### config.mk
export PLATFORM = sky130hd
export DESIGN_NAME = streamline_label_roi_filter_core
export DESIGN_NICKNAME = d
export VERILOG_FILES = /design/src/rtl/slrf_pkg.sv /design/src/rtl/slrf_cfg.sv /design/src/rtl/slrf_cell.sv /design/src/rtl/streamline_label_roi_filter_core.sv
export SDC_FILE = /design/constraint.sdc
export NUM_CORES = 1
export LEC_CHECK = 0
export BUFFER_PORTS_ARGS = -buffer_cell sky130_fd_sc_hd__buf_2
export CAP_MARGIN = 20
export CORE_MARGIN = 4
export CORE_UTILIZATION = 41
export DETAILED_ROUTE_END_ITERATION = 10
export GPL_TIMING_DRIVEN = 0
export PLACE_DENSITY_LB_ADDON = 0.12
export SYNTH_ARGS = -nofsm -noshare
export SYNTH_HDL_FRONTEND = slang
export SYNTH_SLANG_ARGS = --single-unit
export TNS_END_PERCENT = 1
### constraint.sdc
create_clock -name clk -period 4.6 [get_ports clk]
set_input_delay 0 -clock clk [delete_from_list [all_inputs] [get_ports clk]]
set_output_delay 0 -clock clk [all_outputs]
set_load 0.005 [all_outputs]
### src/rtl/slrf_pkg.sv
// Shared types and constants for the streamline label ROI filter.
// No dependencies; every other file in rtl/ imports this package.
package slrf_pkg;

	localparam int MAX_TOUCH  = 8;
	localparam int MAX_FORBID = 8;
	localparam int MAX_ENDS   = 4;
	localparam int LABEL_BITS = 16;

	// Each list entry occupies a 16-bit slot in its configuration word.
	localparam int SLOT_BITS  = 16;
	localparam int SLOTS_WORD = 4;

	localparam int NUM_CELLS = (MAX_TOUCH > MAX_FORBID)
		? ((MAX_TOUCH > MAX_ENDS) ? MAX_TOUCH : MAX_ENDS)
		: ((MAX_FORBID > MAX_ENDS) ? MAX_FORBID : MAX_ENDS);

	localparam int CFG_IDX_W  = 4;
	localparam int CFG_DATA_W = 64;
	localparam int TCNT_W     = 4;
	localparam int FCNT_W     = 4;
	localparam int ECNT_W     = 3;
	localparam int IN_DATA_W  = 16;
	localparam int IN_USER_W  = 2;
	localparam int OUT_DATA_W = 8;

	typedef enum logic [CFG_IDX_W-1:0] {
		CFG_TOUCH_LO  = 4'd0,
		CFG_TOUCH_HI  = 4'd1,
		CFG_TOUCH_CNT = 4'd2,
		CFG_FORBID_LO = 4'd3,
		CFG_FORBID_HI = 4'd4,
		CFG_FORBID_CNT = 4'd5,
		CFG_END_LBL   = 4'd6,
		CFG_END_CNT   = 4'd7
	} cfg_idx_t;

	// Per-cell list entries and whether each entry is in use.
	typedef struct packed {
		logic [LABEL_BITS-1:0] t_label;
		logic [LABEL_BITS-1:0] f_label;
		logic [LABEL_BITS-1:0] e_label;
		logic                  t_act;
		logic                  f_act;
		logic                  e_act;
	} cell_cfg_t;

	// A point as it travels down the chain, with the partial results.
	typedef struct packed {
		logic [LABEL_BITS-1:0] label;
		logic                  in_image;
		logic                  first;
		logic                  last;
		logic                  t_done;
		logic                  f_done;
		logic                  e_done;
		logic [TCNT_W-1:0]     tcnt;
		logic [ECNT_W-1:0]     ecnt;
		logic                  fhit;
	} item_t;

endpackage

### src/rtl/slrf_cfg.sv
// Configuration register file for the label filter: holds the three lists and counts.
// Depends on slrf_pkg; slices the list words into per-cell entries.
module slrf_cfg (
	input  logic                             clk,
	input  logic                             arst_n,
	input  logic                             cfg_valid,
	output logic                             cfg_ready,
	input  logic [slrf_pkg::CFG_IDX_W-1:0]   cfg_index,
	input  logic [slrf_pkg::CFG_DATA_W-1:0]  cfg_data,
	output logic [slrf_pkg::TCNT_W-1:0]      touch_count,
	output logic [slrf_pkg::ECNT_W-1:0]      end_count,
	output slrf_pkg::cell_cfg_t [slrf_pkg::NUM_CELLS-1:0] cell_cfg
);
	import slrf_pkg::*;

	logic [CFG_DATA_W-1:0] touch_lo_q, touch_hi_q, forbid_lo_q, forbid_hi_q, end_lbl_q;
	logic [TCNT_W-1:0]     touch_cnt_q;
	logic [FCNT_W-1:0]     forbid_cnt_q;
	logic [ECNT_W-1:0]     end_cnt_q;

	assign cfg_ready = 1'b1;

	always_ff @(posedge clk or negedge arst_n) begin
		if (!arst_n) begin
			touch_lo_q   <= '0;
			touch_hi_q   <= '0;
			forbid_lo_q  <= '0;
			forbid_hi_q  <= '0;
			end_lbl_q    <= '0;
			touch_cnt_q  <= '0;
			forbid_cnt_q <= '0;
			end_cnt_q    <= '0;
		end else if (cfg_valid && cfg_ready) begin
			case (cfg_idx_t'(cfg_index))
				CFG_TOUCH_LO:   touch_lo_q   <= cfg_data;
				CFG_TOUCH_HI:   touch_hi_q   <= cfg_data;
				CFG_TOUCH_CNT:  touch_cnt_q  <= cfg_data[TCNT_W-1:0];
				CFG_FORBID_LO:  forbid_lo_q  <= cfg_data;
				CFG_FORBID_HI:  forbid_hi_q  <= cfg_data;
				CFG_FORBID_CNT: forbid_cnt_q <= cfg_data[FCNT_W-1:0];
				CFG_END_LBL:    end_lbl_q    <= cfg_data;
				CFG_END_CNT:    end_cnt_q    <= cfg_data[ECNT_W-1:0];
				default: ;
			endcase
		end
	end

	assign touch_count = touch_cnt_q;
	assign end_count   = end_cnt_q;

	// Entry k is in use when k is below the raw count and below the list size.
	for (genvar k = 0; k < NUM_CELLS; k++) begin : g_slice
		if (k < MAX_TOUCH) begin : g_t
			if (k < SLOTS_WORD) begin : g_lo
				assign cell_cfg[k].t_label = touch_lo_q[SLOT_BITS*k +: LABEL_BITS];
			end else begin : g_hi
				assign cell_cfg[k].t_label =
					touch_hi_q[SLOT_BITS*(k-SLOTS_WORD) +: LABEL_BITS];
			end
			assign cell_cfg[k].t_act = (TCNT_W'(k) < touch_cnt_q);
		end else begin : g_tn
			assign cell_cfg[k].t_label = '0;
			assign cell_cfg[k].t_act   = 1'b0;
		end

		if (k < MAX_FORBID) begin : g_f
			if (k < SLOTS_WORD) begin : g_lo
				assign cell_cfg[k].f_label = forbid_lo_q[SLOT_BITS*k +: LABEL_BITS];
			end else begin : g_hi
				assign cell_cfg[k].f_label =
					forbid_hi_q[SLOT_BITS*(k-SLOTS_WORD) +: LABEL_BITS];
			end
			assign cell_cfg[k].f_act = (FCNT_W'(k) < forbid_cnt_q);
		end else begin : g_fn
			assign cell_cfg[k].f_label = '0;
			assign cell_cfg[k].f_act   = 1'b0;
		end

		if (k < MAX_ENDS) begin : g_e
			assign cell_cfg[k].e_label = end_lbl_q[SLOT_BITS*k +: LABEL_BITS];
			assign cell_cfg[k].e_act   = (ECNT_W'(k) < end_cnt_q);
		end else begin : g_en
			assign cell_cfg[k].e_label = '0;
			assign cell_cfg[k].e_act   = 1'b0;
		end
	end

endmodule

### src/rtl/slrf_cell.sv
// One cell of the matching chain: owns the seen bits of one touch, forbidden and
// ending entry, matches the passing point and forwards it. Depends on slrf_pkg.
module slrf_cell (
	input  logic                clk,
	input  logic                arst_n,
	input  logic                adv,
	input  slrf_pkg::cell_cfg_t ccfg,
	input  logic                in_valid,
	input  slrf_pkg::item_t     in_item,
	output logic                out_valid,
	output slrf_pkg::item_t     out_item
);
	import slrf_pkg::*;

	logic  t_seen_q, f_seen_q, e_seen_q;
	logic  out_valid_q;
	item_t item_q;

	logic  t_hit, f_hit, e_hit;
	logic  t_new, f_new, e_new;
	item_t nxt;

	always_comb begin
		// Only the first equal entry along the chain takes a match.
		t_hit = in_item.in_image && ccfg.t_act && !in_item.t_done
			&& (in_item.label == ccfg.t_label);
		f_hit = in_item.in_image && ccfg.f_act && !in_item.f_done
			&& (in_item.label == ccfg.f_label);
		e_hit = in_item.in_image && (in_item.first || in_item.last) && ccfg.e_act
			&& !in_item.e_done && (in_item.label == ccfg.e_label);

		// A first point abandons whatever the previous fiber left behind.
		t_new = (!in_item.first && t_seen_q) || t_hit;
		f_new = (!in_item.first && f_seen_q) || f_hit;
		e_new = (!in_item.first && e_seen_q) || e_hit;

		nxt        = in_item;
		nxt.t_done = in_item.t_done || t_hit;
		nxt.f_done = in_item.f_done || f_hit;
		nxt.e_done = in_item.e_done || e_hit;
		nxt.tcnt   = in_item.tcnt + TCNT_W'(in_item.last && t_new);
		nxt.ecnt   = in_item.ecnt + ECNT_W'(in_item.last && e_new);
		nxt.fhit   = in_item.fhit || (in_item.last && f_new);
	end

	always_ff @(posedge clk or negedge arst_n) begin
		if (!arst_n) begin
			t_seen_q    <= 1'b0;
			f_seen_q    <= 1'b0;
			e_seen_q    <= 1'b0;
			out_valid_q <= 1'b0;
		end else if (adv) begin
			out_valid_q <= in_valid;
			if (in_valid) begin
				t_seen_q <= t_new && !in_item.last;
				f_seen_q <= f_new && !in_item.last;
				e_seen_q <= e_new && !in_item.last;
			end
		end
	end

	always_ff @(posedge clk) begin
		if (adv) begin
			item_q <= nxt;
		end
	end

	assign out_valid = out_valid_q;
	assign out_item  = item_q;

	// A finished fiber leaves nothing behind in this cell.
	a_clear_on_last: assert property (@(posedge clk) disable iff (!arst_n)
		(adv && in_valid && in_item.last) |=> (!t_seen_q && !f_seen_q && !e_seen_q))
		else $error("cell seen bits not cleared after last point");

	// Counts only grow as an item moves down the chain.
	a_count_grows: assert property (@(posedge clk) disable iff (!arst_n)
		(adv && in_valid) |=> (out_item.tcnt >= $past(in_item.tcnt)
			&& out_item.ecnt >= $past(in_item.ecnt)))
		else $error("partial count decreased in cell");

	// A stalled chain keeps its seen bits.
	a_hold_on_stall: assert property (@(posedge clk) disable iff (!arst_n)
		!adv |=> ($stable(t_seen_q) && $stable(f_seen_q) && $stable(e_seen_q)))
		else $error("cell state changed while stalled");

endmodule

### src/rtl/streamline_label_roi_filter_core.sv
// Top level of the streamline label ROI filter: config registers, a chain of
// matching cells and the result register. Depends on slrf_pkg, slrf_cfg, slrf_cell.
//
//  Channel  | Handshake                     | Payload
//  ---------+-------------------------------+--------------------------------------------
//  s_axis   | s_axis_tvalid / s_axis_tready | tdata label_value, tuser inside/first, tlast
//  m_axis   | m_axis_tvalid / m_axis_tready | tdata keep, forbidden_hit, endings_ok, count
//  cfg      | cfg_valid / cfg_ready         | cfg_index, cfg_data (64 bits)
//
// One point is taken per cycle while the chain advances. A point passes the NUM_CELLS
// cells (8 here) in turn, and the result of a fiber is then held in the result register.
// Reset clears all seen bits, the configuration and the chain valid bits at once.
// When a result waits and m_axis_tready is low, the whole chain holds and
// s_axis_tready drops; cfg writes are always taken.
module streamline_label_roi_filter_core (
	input  logic                              clk,
	input  logic                              arst_n,
	input  logic                              s_axis_tvalid,
	output logic                              s_axis_tready,
	input  logic [slrf_pkg::IN_DATA_W-1:0]    s_axis_tdata,  // [15:0] label_value
	input  logic [slrf_pkg::IN_USER_W-1:0]    s_axis_tuser,  // [0] inside_req, [1] first_point
	input  logic                              s_axis_tlast,
	output logic                              m_axis_tvalid,
	input  logic                              m_axis_tready,
	// [0] keep, [1] forbidden_hit, [2] endings_ok, [6:3] touched_count, [7] zero
	output logic [slrf_pkg::OUT_DATA_W-1:0]   m_axis_tdata,
	input  logic                              cfg_valid,
	output logic                              cfg_ready,
	input  logic [slrf_pkg::CFG_IDX_W-1:0]    cfg_index,
	input  logic [slrf_pkg::CFG_DATA_W-1:0]   cfg_data
);
	import slrf_pkg::*;

	logic [TCNT_W-1:0]               touch_count;
	logic [ECNT_W-1:0]               end_count;
	cell_cfg_t [NUM_CELLS-1:0]       cell_cfg;

	logic                            adv;
	logic [NUM_CELLS:0]              chain_valid;
	item_t                           chain_item [NUM_CELLS+1];

	logic                            out_valid_q;
	logic                            keep_q, fhit_q, ends_ok_q;
	logic [TCNT_W-1:0]               tcnt_q;

	item_t                           tail;
	logic                            tail_ends_ok;

	slrf_cfg u_cfg (
		.clk         (clk),
		.arst_n      (arst_n),
		.cfg_valid   (cfg_valid),
		.cfg_ready   (cfg_ready),
		.cfg_index   (cfg_index),
		.cfg_data    (cfg_data),
		.touch_count (touch_count),
		.end_count   (end_count),
		.cell_cfg    (cell_cfg)
	);

	// The chain moves whenever the result register is free or being emptied.
	assign adv           = !out_valid_q || m_axis_tready;
	assign s_axis_tready = adv;

	always_comb begin
		chain_item[0]          = '0;
		chain_item[0].label    = s_axis_tdata[LABEL_BITS-1:0];
		chain_item[0].in_image = s_axis_tuser[0];
		chain_item[0].first    = s_axis_tuser[1];
		chain_item[0].last     = s_axis_tlast;
	end
	assign chain_valid[0] = s_axis_tvalid;

	for (genvar k = 0; k < NUM_CELLS; k++) begin : g_cell
		slrf_cell u_cell (
			.clk       (clk),
			.arst_n    (arst_n),
			.adv       (adv),
			.ccfg      (cell_cfg[k]),
			.in_valid  (chain_valid[k]),
			.in_item   (chain_item[k]),
			.out_valid (chain_valid[k+1]),
			.out_item  (chain_item[k+1])
		);
	end

	assign tail         = chain_item[NUM_CELLS];
	assign tail_ends_ok = (tail.ecnt == end_count);

	always_ff @(posedge clk or negedge arst_n) begin
		if (!arst_n) begin
			out_valid_q <= 1'b0;
		end else if (adv) begin
			out_valid_q <= chain_valid[NUM_CELLS] && tail.last;
		end
	end

	always_ff @(posedge clk) begin
		if (adv) begin
			keep_q    <= !tail.fhit && tail_ends_ok && (tail.tcnt == touch_count);
			fhit_q    <= tail.fhit;
			ends_ok_q <= tail_ends_ok;
			tcnt_q    <= tail.tcnt;
		end
	end

	assign m_axis_tvalid = out_valid_q;
	assign m_axis_tdata  = {1'b0, tcnt_q, ends_ok_q, fhit_q, keep_q};

	a_keep_consistent: assert property (@(posedge clk) disable iff (!arst_n)
		m_axis_tvalid |-> (!m_axis_tdata[0] || (!m_axis_tdata[1] && m_axis_tdata[2])))
		else $error("keep set with forbidden hit or bad endings");

	a_count_range: assert property (@(posedge clk) disable iff (!arst_n)
		m_axis_tvalid |-> (m_axis_tdata[6:3] <= TCNT_W'(MAX_TOUCH)))
		else $error("touched count above list size");

	a_chain_holds: assert property (@(posedge clk) disable iff (!arst_n)
		(out_valid_q && !m_axis_tready) |=> $stable(chain_valid[NUM_CELLS:1]))
		else $error("chain moved while result stalled");

endmodule

==> summary.md, run 1 <==
| Metric | Value |
|---|---|
| Status | `finished clean` |
| Die area | `~65000 sq um` |
| Cell mode on critical path | `buf_2` |
| Post-synth net total | `around 1800` |
| Final setup viols | `0` |
| CTS tree | `done` |
| Clock sinks | `between 500 and 600` |
| Gates resized, CTS repair | `0` |
| DRC viols | `0` |
| Cell Rows | `90` |
| Min Tclk post-route | `approximately 3200 ps` |
| WL final | `67.9 mm` |
| WL/cell | `24.5 um` |
| Endpoint type of the worst setup path | `output pin` |
| Worst Path Arrival | `between 3000 and 4000 ps` |
| Synthesized area | `25000 sq um` |
| Area leader, netlist | `dfrtp_1` |
| Count of different cell masters after synthesis | `62` |
| Via count | `between 10000 and 15000` |
| Fin. max-slew vios | `0` |
| Seq/Total Area, Yosys | `62.1%` |
| Synth Warn # | `0` |
| Largest net degree at the start of global routing | `115` |
| LEAKAGE | `roughly 12 nW` |
| Die height | `255 um` |
| Final Power | `roughly 17 mW` |
| Slew @ Worst Pin | `1110 ps` |
| CP Max Fanout | `114` |
| Placed Area | `26600 sq um` |
| IO Port Bufs | `100` |
| Synthesized area per cell | `14.9 sq um` |
| Drt pass-1 iters | `5` |
| Total count of hold-check failures in the final report | `0` |
| # Max-Cap Violations | `0` |
| Clock transition at path regs | `60 ps` |
| RSZ-0062 raised after global routing | `no` |
| Top FF cell, synth | `dfrtp_1` |
| Crit path kind | `reg2out` |
| Fillers | `around 5300` |
| Buf+Inv Stages, Crit Path | `5` |
| Post-synth EDFFs | `213` |
| Drt via density | `5.24` |
| Core area | `60400 sq um` |
| Final period utilization | `68.9%` |
| Die W | `255 um` |
| Share of cells above drive strength 1 | `30.4%` |
| Final clock skew | `roughly 17 ps` |
| Seq. cell area | `15500 sq um` |
| Post-synth top area share | `36.5%` |
| Pwr Density | `573 nW/um^2` |
| NumNets Final | `2056` |
| Worst Hold Class | `in2reg` |
| Cells after Synth | `1675` |
| Peak VDD IR | `around 0.00028 V` |
| Detail Route Antenna Nets | `0` |
| Cts bufs inserted | `67` |
| Ports | `between 100 and 150` |
| Register bit count reported by yosys | `between 500 and 600` |
| Finished Cell Area | `just under 30000 sq um` |
| Clk buf depth | `3` |
| Max frequency | `roughly 320 MHz` |
| Clock Latency Late Sink | `600 ps` |
| Gr usage total | `a little over a fifth` |
| Number of global-route vias before repair | `between 15000 and 20000` |
| CP max stage cell | `buf_8` |
| Footprint of the multi-input gates | `9130 sq um` |
| Worst stage delay on the critical path | `670 ps` |
| P&R area growth vs syn | `18.8%` |
| Grt ovf | `0` |
| DP Wirelength | `49.7 mm` |
| First DRT Iteration DRCs | `843` |
| Req. time, crit path | `4600 ps` |
| Slew headroom | `around a quarter` |
| Global-route wire length before repair | `99.9 mm` |
| Clock Tree Root | `clkbuf_16` |
| Routability cong. | `0.838` |
| Starting Density | `between 40 and 50%` |
| Startpoint Class | `register` |
| Synth area leaders | `dfrtp_1 (36%), edfxtp_1 (26%), mux2_2 (15%)` |
| Total negative setup slack | `0 ps` |
| Delay-heaviest family, CP | `buffers and inverters` |
| Ys async rst share | `63.1%` |
| CP Cell Sequence | `nor2b_1 -> buf_2 -> inv_1 -> buf_8 -> buf_16 -> buf_2` |
| Antenna violations before repair | `1` |
| H-tree Lvls | `3` |
-- kinds of logic after synthesis --
group / after synthesis / share of synthesized area [%]
AOI/OAI and AO/OA: 72 / 2.16
xor gates and xnor gates: 341 / 12.0
adders and majority gates: 26 / 1.30
buffers and inverters: 63 / 1.32
DFF: 577 / 62.1
muxes: 331 / 14.9
other: 2 / 0.0301
and+or+nand+nor: 263 / 6.19
-- cell usage after synthesis, types with 3 or more instances --
master / count
a221o_1: 5
ha_1: 26
nor2b_1: 12
and2_1: 5
nor3b_1: 4
inv_1: 18
a2111oi_0: 3
nand3b_1: 6
nand3_1: 20
xnor2_1: 176
o21ai_0: 4
xor2_1: 165
nor3_1: 22
nor4_1: 36
a21o_1: 4
a21oi_1: 14
buf_4: 13
nor4b_1: 4
o21a_1: 12
nand2b_1: 7
nand4b_1: 3
o221ai_1: 5
nand4_1: 48
mux2_2: 331
or2_2: 10
a22oi_1: 3
edfxtp_1: 213
and3_1: 9
buf_2: 29
o21bai_1: 3
nor2_1: 16
dfrtp_1: 364
nand2_1: 46
-- flip-flops by register name (all words and copies together), names as in the netlist --
register and flops:
u_cfg.touch_hi_q 64, u_cfg.touch_lo_q 64, u_cfg.end_count 3, g_cell.u_cell.f_seen_q 8, g_cell.u_cell.out_item 206, u_cfg.forbid_hi_q 64
u_cfg.forbid_lo_q 64, u_cfg.end_lbl_q 64, m_axis_tvalid 1, g_cell.u_cell.e_seen_q 8, g_cell.u_cell.t_seen_q 8, g_cell.u_cell.out_valid 8
keep_q 1, u_cfg.forbid_cnt_q 4, u_cfg.touch_count 4, fhit_q 1, tcnt_q 4, ends_ok_q 1
-- cells in the final DEF, fill, tap and decap left out, types with 18 or more instances in the layout --
master         count
buf_2            127
clkbuf_16         69
dfrtp_1          364
dlygate4sd3_1     90
edfxtp_1         213
ha_1              26
inv_1             18
mux2_2           331
nand2_1           46
nand3_1           20
nand4_1           48
nor3_1            22
nor4_1            36
xnor2_1          176
xor2_1           165
-- cell type report --
class | count | share of cell area (%)
clock buffer | 87 | 6.19
inverter | 18 | 0.228
sequential | 577 | 52.3
buffer | 45 | 0.916
clock inverter | 37 | 1.14
tap | 782 | 3.30
timing repair buffer | 194 | 5.13
antenna | 1 | 0.00844
multi-input combinational | 1035 | 30.8
-- per-stage QoR --
step | hold WS, ps | utilization, % | worst slack, ps | instances
3_5_place_dp | 117 | 44.0 | 1500 | 2561
4_1_cts | 2.34 | 49.1 | 1280 | 2775
3_3_place_gp | 246 | 43.8 | -4130 | 2557
6_report | 38.1 | 49.1 | 1430 | 2776
5_1_grt | 45.1 | 49.1 | 1210 | 2775
2_1_floorplan | -296 | - | 167 | 1675
-- path summary, 6_finish.rpt --
check                                                    from                      endpoint  slack (ps)  cells after the start
worst max-delay path                            m_axis_tvalid                 s_axis_tready        1430                      6
worst min-delay path                                cfg_valid            u_cfg.end_count[1]          40                      4
worst max register to register           u_cfg.touch_count[0]  g_cell[2].u_cell.out_item[5]        1570                      7
worst min register to register  g_cell[7].u_cell.out_item[11]                 m_axis_tvalid         450                      2
max in group asynchronous                              arst_n           u_cfg.end_lbl_q[59]        3230                      4
min in group asynchronous                              arst_n           u_cfg.end_lbl_q[29]          60                      2
-- report_power, final --
part | leakage (nW) | switching, mW | internal, mW
registers | 6.78 | 1.42 | 7.12
clock network | 1.07 | 2.15 | 3.12
logic | 4.61 | 1.51 | 1.67
total | 12.5 | 5.09 | 11.9
-- layer usage --
layer	share of wire [%]	up-vias	global-route usage (%)
li1	-	6597	-
met1	44	7523	29.0
met2	49	320	35.6
met3	4.1	96	3.38
met4	2.7	0	5.80
met5	0	-	0
-- worst min-delay path: stages --
cell and delay [ps]:
buf_2 100, nand3b_1 170, nor2_1 110, mux2_2 220
-- what timing repair did --
action | in CTS | in global routing
hold buffers | 90 | 0
setup buffers | 0 | 0
hold endpoints to repair | 459 | 0
Power figures use the tool's default switching activity.
==> run 2: changes to the inputs <==
--- a/config.mk
+++ b/config.mk
@@ -5,6 +5,7 @@
 export SDC_FILE = /design/constraint.sdc
 export NUM_CORES = 1
 export LEC_CHECK = 0
+export ABC_AREA = 1
 export BUFFER_PORTS_ARGS = -buffer_cell sky130_fd_sc_hd__buf_2
 export CAP_MARGIN = 20
 export CORE_MARGIN = 4
==> constraint.sdc (replaced) <==
create_clock -name clk -period 3.1 [get_ports clk]
set_input_delay 0 -clock clk [delete_from_list [all_inputs] [get_ports clk]]
set_output_delay 0 -clock clk [all_outputs]
set_load 0.005 [all_outputs]
==> run 2 against run 1 <==
Against the previous run: cell area rose by 6.6%; flip-flop and latch count is the same; die area up 6.8%; global-route usage is 1.9 points higher; power increased by 49%; synthesized area up 7.1%; count of clock-buffer cells in the layout is 12 higher; synthesized cell count up 90%; largest power group unchanged; clock power increased by 46%; register-to-register slack got worse by 1300 ps.
==> summary.md, run 2 <==
| Metric | Value |
|---|---|
| Worst Path Arrival | `3180 ps (was 3170 ps)` |
| Drt via density | `4.86 (was 5.24)` |
| Buf+Inv Stages, Crit Path | `1 (was 5)` |
| Slew headroom | `46.1% (was 25.6%)` |
| Gr usage total | `23.1% (was 21.2%)` |
| CP Cell Sequence | `inv_1 -> nand2_2 -> nand2_1 -> nor2_1 -> nand2_1 -> nor2_1 -> nand3_1 -> a21oi_1 -> ha_1 -> ha_1 (was nor2b_1 -> buf_2 -> inv_1 -> buf_8 -> buf_16 -> buf_2)` |
| Ports | `103 (unchanged)` |
| H-tree Lvls | `3 (unchanged)` |
| Dpl ws | `-2.48 ps (was 1500 ps)` |
| Total negative setup slack | `0 ps (unchanged)` |
| LEAKAGE | `15.8 nW (was 12.5 nW)` |
| Post-synth top area share | `34.1% (was 36.5%)` |
| Top sig layer | `met4 (unchanged)` |
| Ys async rst share | `63.1% (unchanged)` |
| Synthesized area per cell | `8.42 sq um (was 14.9 sq um)` |
| Req. time, crit path | `3440 ps (was 4600 ps)` |
| Antenna violations before repair | `2 (was 1)` |
| Min Tclk post-route | `2840 ps` |
| Seq/Total Area, Yosys | `58.0% (was 62.1%)` |
| Max frequency | `353 MHz` |
| Final setup viols | `0 (unchanged)` |
| Most common cell after layout, fill and taps aside | `nand2_1 (was dfrtp_1)` |
| IO Port Bufs | `100 (unchanged)` |
| Count of different cell masters after synthesis | `29 (was 62)` |
| Starting Density | `41.5% (was 41.4%)` |
| Endpoint type of the worst setup path | `register (was output pin)` |
| Final period utilization | `between 90% and 100%` |
| Met1 WL | `36.8 mm (was 29.9 mm)` |
| Hold Path Depth | `2 (was 4)` |
| Clk buf depth | `3 (unchanged)` |
| Seq. cell area | `15500 sq um (unchanged)` |
| Fillers | `6241 (was 5273)` |
| Post-synth net total | `3293 (was 1793)` |
| CTS tree | `done (unchanged)` |
| Slew @ Worst Pin | `809 ps (was 1110 ps)` |
| Share of cells above drive strength 1 | `7.28% (was 30.4%)` |
| Global-route wire length before repair | `123 mm (was 99.9 mm)` |
| Grt ovf | `0 (unchanged)` |
| Die height | `263 um (was 255 um)` |
| Post-synth top cells | `nand2_1 (1223), inv_1 (450), dfrtp_1 (364) (was dfrtp_1 (364), mux2_2 (331), edfxtp_1 (213))` |
| Clock Latency Late Sink | `600 ps (about the same)` |
| Total count of hold-check failures in the final report | `0 (unchanged)` |
| Via count | `21200 (was 14500)` |
| WL final | `80.6 mm (was 67.9 mm)` |
| Detail Route Antenna Nets | `0 (unchanged)` |
| Final clock skew | `26.5 ps (was 17.4 ps)` |
| Synthesized area | `26700 sq um (was 25000 sq um)` |
| Die W | `263 um (was 255 um)` |
| Clock sinks | `577 (unchanged)` |
| Worst R2R End | `g_cell[6].u_cell.out_item[5] (was g_cell[2].u_cell.out_item[5])` |
| Hold Crit Start | `s_axis_tuser[1] (was cfg_valid)` |
| Drt pass-1 iters | `6 (was 5)` |
| Startpoint Class | `register (unchanged)` |
| CP max stage cell | `dfrtp_1 (was buf_8)` |
| Placed Area | `28400 sq um (was 26600 sq um)` |
| Postcts setup bufs | `0 (unchanged)` |
| Wire length on met3 | `3.33 mm (was 2.81 mm)` |
| First DRT Iteration DRCs | `1694 (was 843)` |
| Routability cong. | `0.889 (was 0.838)` |
| Cell Rows | `93 (was 90)` |
| Synth area leaders | `dfrtp_1 (34%), edfxtp_1 (24%), nand2_1 (17%) (was dfrtp_1 (36%), edfxtp_1 (26%), mux2_2 (15%))` |
| NumNets Final | `3569 (was 2056)` |
| Reg2Reg Setup Slack | `260 ps (was 1570 ps)` |
| Register bit count reported by yosys | `577 (unchanged)` |
| R2R depth | `10 (was 7)` |
| FF-to-FF Start | `u_cfg.touch_count[2] (was u_cfg.touch_count[0])` |
| Most common cell in the netlist | `nand2_1 (was dfrtp_1)` |
| Clock transition at path regs | `60 ps (about the same)` |
| Area leader, netlist | `dfrtp_1 (unchanged)` |
| # Max-Cap Violations | `0 (unchanged)` |
| Fin. max-slew vios | `0 (unchanged)` |
| Count of non-filler cells in the finished layout | `4360 (was 2776)` |
| Worst Hold Class | `in2reg (unchanged)` |
| Final Power | `25.4 mW (was 17.0 mW)` |
| Cts bufs inserted | `67 (unchanged)` |
| Synth Warn # | `0 (unchanged)` |
| Die area | `69300 sq um (was 64900 sq um)` |
| Worst stage delay on the critical path | `490 ps (was 670 ps)` |
| DP Wirelength | `59.5 mm (was 49.7 mm)` |
| CP Max Fanout | `7 (was 114)` |
| Post-synth EDFFs | `213 (unchanged)` |
| Hold Path End | `g_cell[0].u_cell.out_item[12] (was u_cfg.end_count[1])` |
| Final core utilization | `49.0% (was 49.1%)` |
| Clock Tree Root | `clkbuf_16 (unchanged)` |
| Number of global-route vias before repair | `20600 (was 15100)` |
| P&R area growth vs syn | `18.2% (was 18.8%)` |
| Core area | `64500 sq um (was 60400 sq um)` |
| Placed cells | `4134 (was 2561)` |
| Cells after Synth | `3175 (was 1675)` |
| WL/cell | `18.5 um (was 24.5 um)` |
| Final setup margin | `264 ps (was 1430 ps)` |
| Footprint of the multi-input gates | `9180 sq um (was 9130 sq um)` |
| DRC viols | `0 (unchanged)` |
| Wire length on met2 | `37.6 mm (was 33.4 mm)` |
| RSZ-0062 raised after global routing | `no (unchanged)` |
| WHS | `135 ps (was 38.1 ps)` |
| Finished Cell Area | `31600 sq um (was 29700 sq um)` |
| Max reg flops | `206 (unchanged)` |
| Peak VDD IR | `0.000428 V (was 0.000284 V)` |
| Commonest cells after routing, fill and taps aside | `nand2_1 (1222), inv_1 (450), dfrtp_1 (364) (was dfrtp_1 (364), mux2_2 (331), edfxtp_1 (213))` |
| Largest net degree at the start of global routing | `117 (was 115)` |
| Delay-heaviest family, CP | `simple AND/OR/NAND/NOR gates (was buffers and inverters)` |
| Status | `finished clean (unchanged)` |
| Top FF cell, synth | `dfrtp_1 (unchanged)` |
| Pwr Density | `804 nW/um^2 (was 573 nW/um^2)` |
| Crit path kind | `reg2reg (was reg2out)` |
## run 2: cell count changes after synthesis, sizes merged, moves of 12 or more
| cell | delta |
|---|---|
| nand2 | +1177 |
| inv | +433 |
| nand3 | +35 |
| clkbuf | +28 |
| xnor2 | -100 |
| nor2b | -12 |
| nor2 | +233 |
| mux2 | -331 |
| o21ai | +340 |
| nor4 | -37 |
| nand4 | -41 |
| xor2 | -134 |
## run 2: cell type report
class	count	share of cell area [%]
diodes	2	0.0158
plain buffers	76	1.13
clock buffers	99	6.11
clock inverters	22	0.566
inverters	451	5.40
multi-input cells	2071	29.0
flip-flops and latches	577	49.1
well taps	855	3.39
repair buffers	207	5.28
## run 2: cells by family (layout without fill, tap and decap cells)
logic type / count (synthesis) / in the layout / synth area share, %
simple gates: 1567 / 1567 / 22.6
flops: 577 / 577 / 58.0
buf+inv: 527 / 855 / 7.67
compound gates: 369 / 369 / 6.94
xor+xnor: 107 / 107 / 3.51
fa+ha+maj: 26 / 26 / 1.22
other cells: 2 / 4 / 0.0281
## run 2: worst max-delay path by stage
stage,cells after the start,slack (ps),endpoint,from
CTS,10,150,g_cell[6].u_cell.out_item[5],u_cfg.touch_count[3]
global route,11,120,g_cell[6].u_cell.out_item[7],u_cfg.touch_count[3]
detailed placement,10,-2,g_cell[6].u_cell.out_item[5],u_cfg.touch_count[3]
global placement,1,-5550,u_cfg.touch_lo_q[6],arst_n
floorplan,7,430,g_cell[0].u_cell.e_seen_q,m_axis_tvalid
finish,10,260,g_cell[6].u_cell.out_item[5],u_cfg.touch_count[2]
## run 2: metal layers
layer	GRT usage, %	vias up
li1	-	10400
met1	31.9	10200
met2	37.8	477
met3	2.79	109
met4	8.53	0
met5	0	-
## run 2: where the power goes
part	internal, mW	leakage, nW	total (mW)	switching (mW)
clock network	4.56	1.03	7.70	3.15
logic	2.08	7.86	5.19	3.10
registers	10.4	6.91	12.5	2.06
total	17.1	15.8	25.4	8.31
## run 2: repair_timing
action,in CTS,in global routing
resized for setup,1,0
endpoints found under the hold margin,534,0
hold buffers,103,0
setup endpoints to repair,3,0
## run 2: worst register-to-register path, stage by stage, from the launching register on
cell,delay (ps)
dfrtp_1,490
inv_1,90
nand2_2,260
nand2_1,90
nor2_1,310
nand2_1,140
nor2_1,110
nand3_1,330
a21oi_1,340
ha_1,220
ha_1,230
==> run 3: changes to the inputs <==
--- a/config.mk
+++ b/config.mk
@@ -8,7 +8,6 @@
 export ABC_AREA = 1
 export BUFFER_PORTS_ARGS = -buffer_cell sky130_fd_sc_hd__buf_2
 export CAP_MARGIN = 20
-export CORE_MARGIN = 4
 export CORE_UTILIZATION = 41
 export DETAILED_ROUTE_END_ITERATION = 10
 export GPL_TIMING_DRIVEN = 0
==> run 3 against run 2 <==
Against the previous run: cell area hardly changed; combinational power hardly changed; power is 0.54% higher; flip-flop and latch count stayed put; non-clock buffer count is 1 lower; global-route usage is 1.6 points higher; sequential power hardly changed; register-to-register slack worse by 90 ps; critical path type unchanged; critical endpoint unchanged; largest power group unchanged.
==> summary.md, run 3 (same netlist as run 2, synthesis figures left out) <==
| Metric | Value |
|---|---|
| Status | `finished clean (unchanged)` |
| R2R depth | `10 (unchanged)` |
| Routability cong. | `0.882 (was 0.889)` |
| Global-route wire length before repair | `122 mm (was 123 mm)` |
| Min Tclk post-route | `2920 ps (was 2840 ps)` |
| Internal power | `17.1 mW (about the same)` |
| Fillers | `6200 (was 6241)` |
| Cts bufs inserted | `66 (was 67)` |
| Worst R2R End | `g_cell[6].u_cell.out_item[5] (unchanged)` |
| Met1 WL | `36.4 mm (was 36.8 mm)` |
| Final setup margin | `177 ps (was 264 ps)` |
| Slew @ Worst Pin | `1010 ps (was 809 ps)` |
| Drt pass-1 iters | `6 (unchanged)` |
| Clock Latency Late Sink | `620 ps (was 600 ps)` |
| CP Capture Point | `g_cell[6].u_cell.out_item[5] (unchanged)` |
| Placed cells | `4134 (unchanged)` |
| Postcts setup bufs | `0 (unchanged)` |
| Drt via density | `4.86 (about the same)` |
| Clock transition at path regs | `60 ps (about the same)` |
| CP Cell Sequence | `inv_1 -> nand2_1 -> nand2_1 -> nor2_1 -> nand2_1 -> nor2_1 -> nand3_1 -> a21oi_1 -> ha_1 -> ha_1 (was inv_1 -> nand2_2 -> nand2_1 -> nor2_1 -> nand2_1 -> nor2_1 -> nand3_1 -> a21oi_1 -> ha_1 -> ha_1)` |
| # Max-Cap Violations | `0 (unchanged)` |
| NumNets Final | `3567 (was 3569)` |
| Buf+Inv Stages, Crit Path | `1 (unchanged)` |
| Worst path depth | `10 (unchanged)` |
| Final clock skew | `31.5 ps (was 26.5 ps)` |
| Die height | `257 um (was 263 um)` |
| Ports | `103 (unchanged)` |
| RSZ-0062 raised after global routing | `no (unchanged)` |
| N_diodes | `0 (was 2)` |
| Wire length on met2 | `37.5 mm (was 37.6 mm)` |
| Combinational power share | `20.3% (was 20.4%)` |
| Final setup viols | `0 (unchanged)` |
| Seq pwr share | `49.1% (was 49.3%)` |
| WL/cell | `18.6 um (was 18.5 um)` |
| Die W | `257 um (was 263 um)` |
| Peak VDD IR | `0.000378 V (was 0.000428 V)` |
| Most common cell after layout, fill and taps aside | `nand2_1 (unchanged)` |
| Req. time, crit path | `3460 ps (was 3440 ps)` |
| DRC viols | `0 (unchanged)` |
| IO Port Bufs | `100 (unchanged)` |
| Cell mode on critical path | `nand2_1` |
| Clock Tree Root | `clkbuf_16 (unchanged)` |
| WHS | `133 ps (was 135 ps)` |
| Crit path kind | `reg2reg (unchanged)` |
| Via count | `21200 (about the same)` |
| Pwr Density | `808 nW/um^2 (was 804 nW/um^2)` |
| Clock sinks | `577 (unchanged)` |
| Worst Hold Class | `in2reg (unchanged)` |
| Top sig layer | `met4 (unchanged)` |
| CP Max Fanout | `7 (unchanged)` |
| Reg2Reg Setup Slack | `180 ps (was 260 ps)` |
| CTS tree | `done (unchanged)` |
| Delay-heaviest family, CP | `simple AND/OR/NAND/NOR gates (unchanged)` |
| Total count of hold-check failures in the final report | `0 (unchanged)` |
| Worst Path Arrival | `3280 ps (was 3180 ps)` |
| Largest net degree at the start of global routing | `169 (was 117)` |
| Dpl ws | `157 ps (was -2.48 ps)` |
| Antenna violations before repair | `3 (was 2)` |
| Clk pwr share | `30.6% (was 30.3%)` |
| Slew headroom | `32.7% (was 46.1%)` |
| LEAKAGE | `15.8 nW (about the same)` |
| Worst stage delay on the critical path | `530 ps (was 490 ps)` |
| H-tree Lvls | `3 (unchanged)` |
| Grt ovf | `0 (unchanged)` |
| Count of non-filler cells in the finished layout | `4358 (was 4360)` |
| Clk buf depth | `3 (unchanged)` |
| Fin. max-slew vios | `0 (unchanged)` |
| Core area | `64500 sq um (unchanged)` |
| CP max stage cell | `dfrtp_1 (unchanged)` |
| Max frequency | `342 MHz (was 353 MHz)` |
| Detail Route Antenna Nets | `0 (unchanged)` |
| Final period utilization | `94.3% (was 91.5%)` |
| Share of cells above drive strength 1 | `7.48% (was 7.28%)` |
| P&R area growth vs syn | `18.3% (was 18.2%)` |
| Starting Density | `41.5% (unchanged)` |
| Die area | `66200 sq um (was 69300 sq um)` |
| Startpoint Class | `register (unchanged)` |
| Wire length on met3 | `3.91 mm (was 3.33 mm)` |
| Cell Rows | `93 (unchanged)` |
| Number of global-route vias before repair | `20500 (was 20600)` |
| Net Sw Power | `8.42 mW (was 8.31 mW)` |
| Commonest cells after routing, fill and taps aside | `nand2_1 (1223), inv_1 (450), dfrtp_1 (364) (was nand2_1 (1222), inv_1 (450), dfrtp_1 (364))` |
| FF-to-FF Start | `u_cfg.touch_count[2] (unchanged)` |
| Net Sw Frac | `33.0% (was 32.7%)` |
| Gr usage total | `24.7% (was 23.1%)` |
| Max reg flops | `206 (unchanged)` |
| DP Wirelength | `59.7 mm (was 59.5 mm)` |
| First DRT Iteration DRCs | `1736 (was 1694)` |
| Total negative setup slack | `0 ps (unchanged)` |
| Endpoint type of the worst setup path | `register (unchanged)` |
| CP startpoint | `u_cfg.touch_count[2] (unchanged)` |
| WL final | `80.9 mm (was 80.6 mm)` |
[run 3: cell count changes in the layout (fill, tap and decap cells not counted), sizes merged]
cell      before  now
clkinv        17   15
diode          2    0
inv          453  455
buf          151  150
clkinvlp       0    1
[run 3: per-stage QoR]
step / total power, mW / area [sq um] / utilization (%)
finish: 25.5 / 31600 / 49.0
global route: 27.0 / 31600 / 49.0
CTS: 25.7 / 31600 / 49.0
detailed placement: 17.7 / 28400 / 44.1
global placement: 17.5 / 28300 / 43.9
floorplan: 15.5 / 26700 / -
[run 3: per-layer routing]
metal  vias to the layer above  GRT usage (%)
li1                      10400              -
met1                     10100           33.6
met2                       579           39.7
met3                       139           3.66
met4                         0           9.66
met5                         -              0
[run 3: how the worst min path moves through the flow]
stage,startpoint,to,slack (ps),cells after the start
6_report,s_axis_tuser[1],g_cell[0].u_cell.out_item[12],130,2
5_1_grt,s_axis_tuser[1],g_cell[0].u_cell.out_item[12],120,2
4_1_cts,s_axis_tuser[1],g_cell[0].u_cell.out_item[12],110,2
3_5_place_dp,arst_n,u_cfg.touch_hi_q[42],30,1
3_3_place_gp,s_axis_tuser[1],g_cell[0].u_cell.out_item[12],200,1
2_1_floorplan,arst_n,g_cell[0].u_cell.e_seen_q,-300,0
[run 3: cell type report]
type | instances | area, sq um | share of cell area [%]
inverter | 451 | 1710 | 5.40
buffer | 76 | 357 | 1.13
clock inverter | 23 | 221 | 0.701
timing repair buffer | 206 | 1640 | 5.19
clock buffer | 99 | 1940 | 6.13
multi-input combinational | 2071 | 9170 | 29.0
sequential | 577 | 15500 | 49.1
tap | 855 | 1070 | 3.38
[run 3: worst reg2reg max path, stage by stage (launching register included)]
cell     delay [ps]
dfrtp_1         530
inv_1            70
nand2_1         360
nand2_1         100
nor2_1          320
nand2_1         110
nor2_1          100
nand3_1         310
a21oi_1         320
ha_1            220
ha_1            230
[run 3: repair_timing]
item                                    in CTS  in global routing
resized for setup                            0                  0
hold buffers                               102                  0
endpoints found under the hold margin      522                  0
endpoints found under the setup margin       0                  0
[run 3: power by group through the flow]
stage	logic, mW	registers (mW)	clock network [mW]
4_1_cts	5.24	12.5	7.95
2_1_floorplan	3.76	11.7	0
3_3_place_gp	4.92	12.6	0
3_5_place_dp	5.09	12.6	0
6_report	5.19	12.5	7.81
5_1_grt	6.02	12.8	8.26
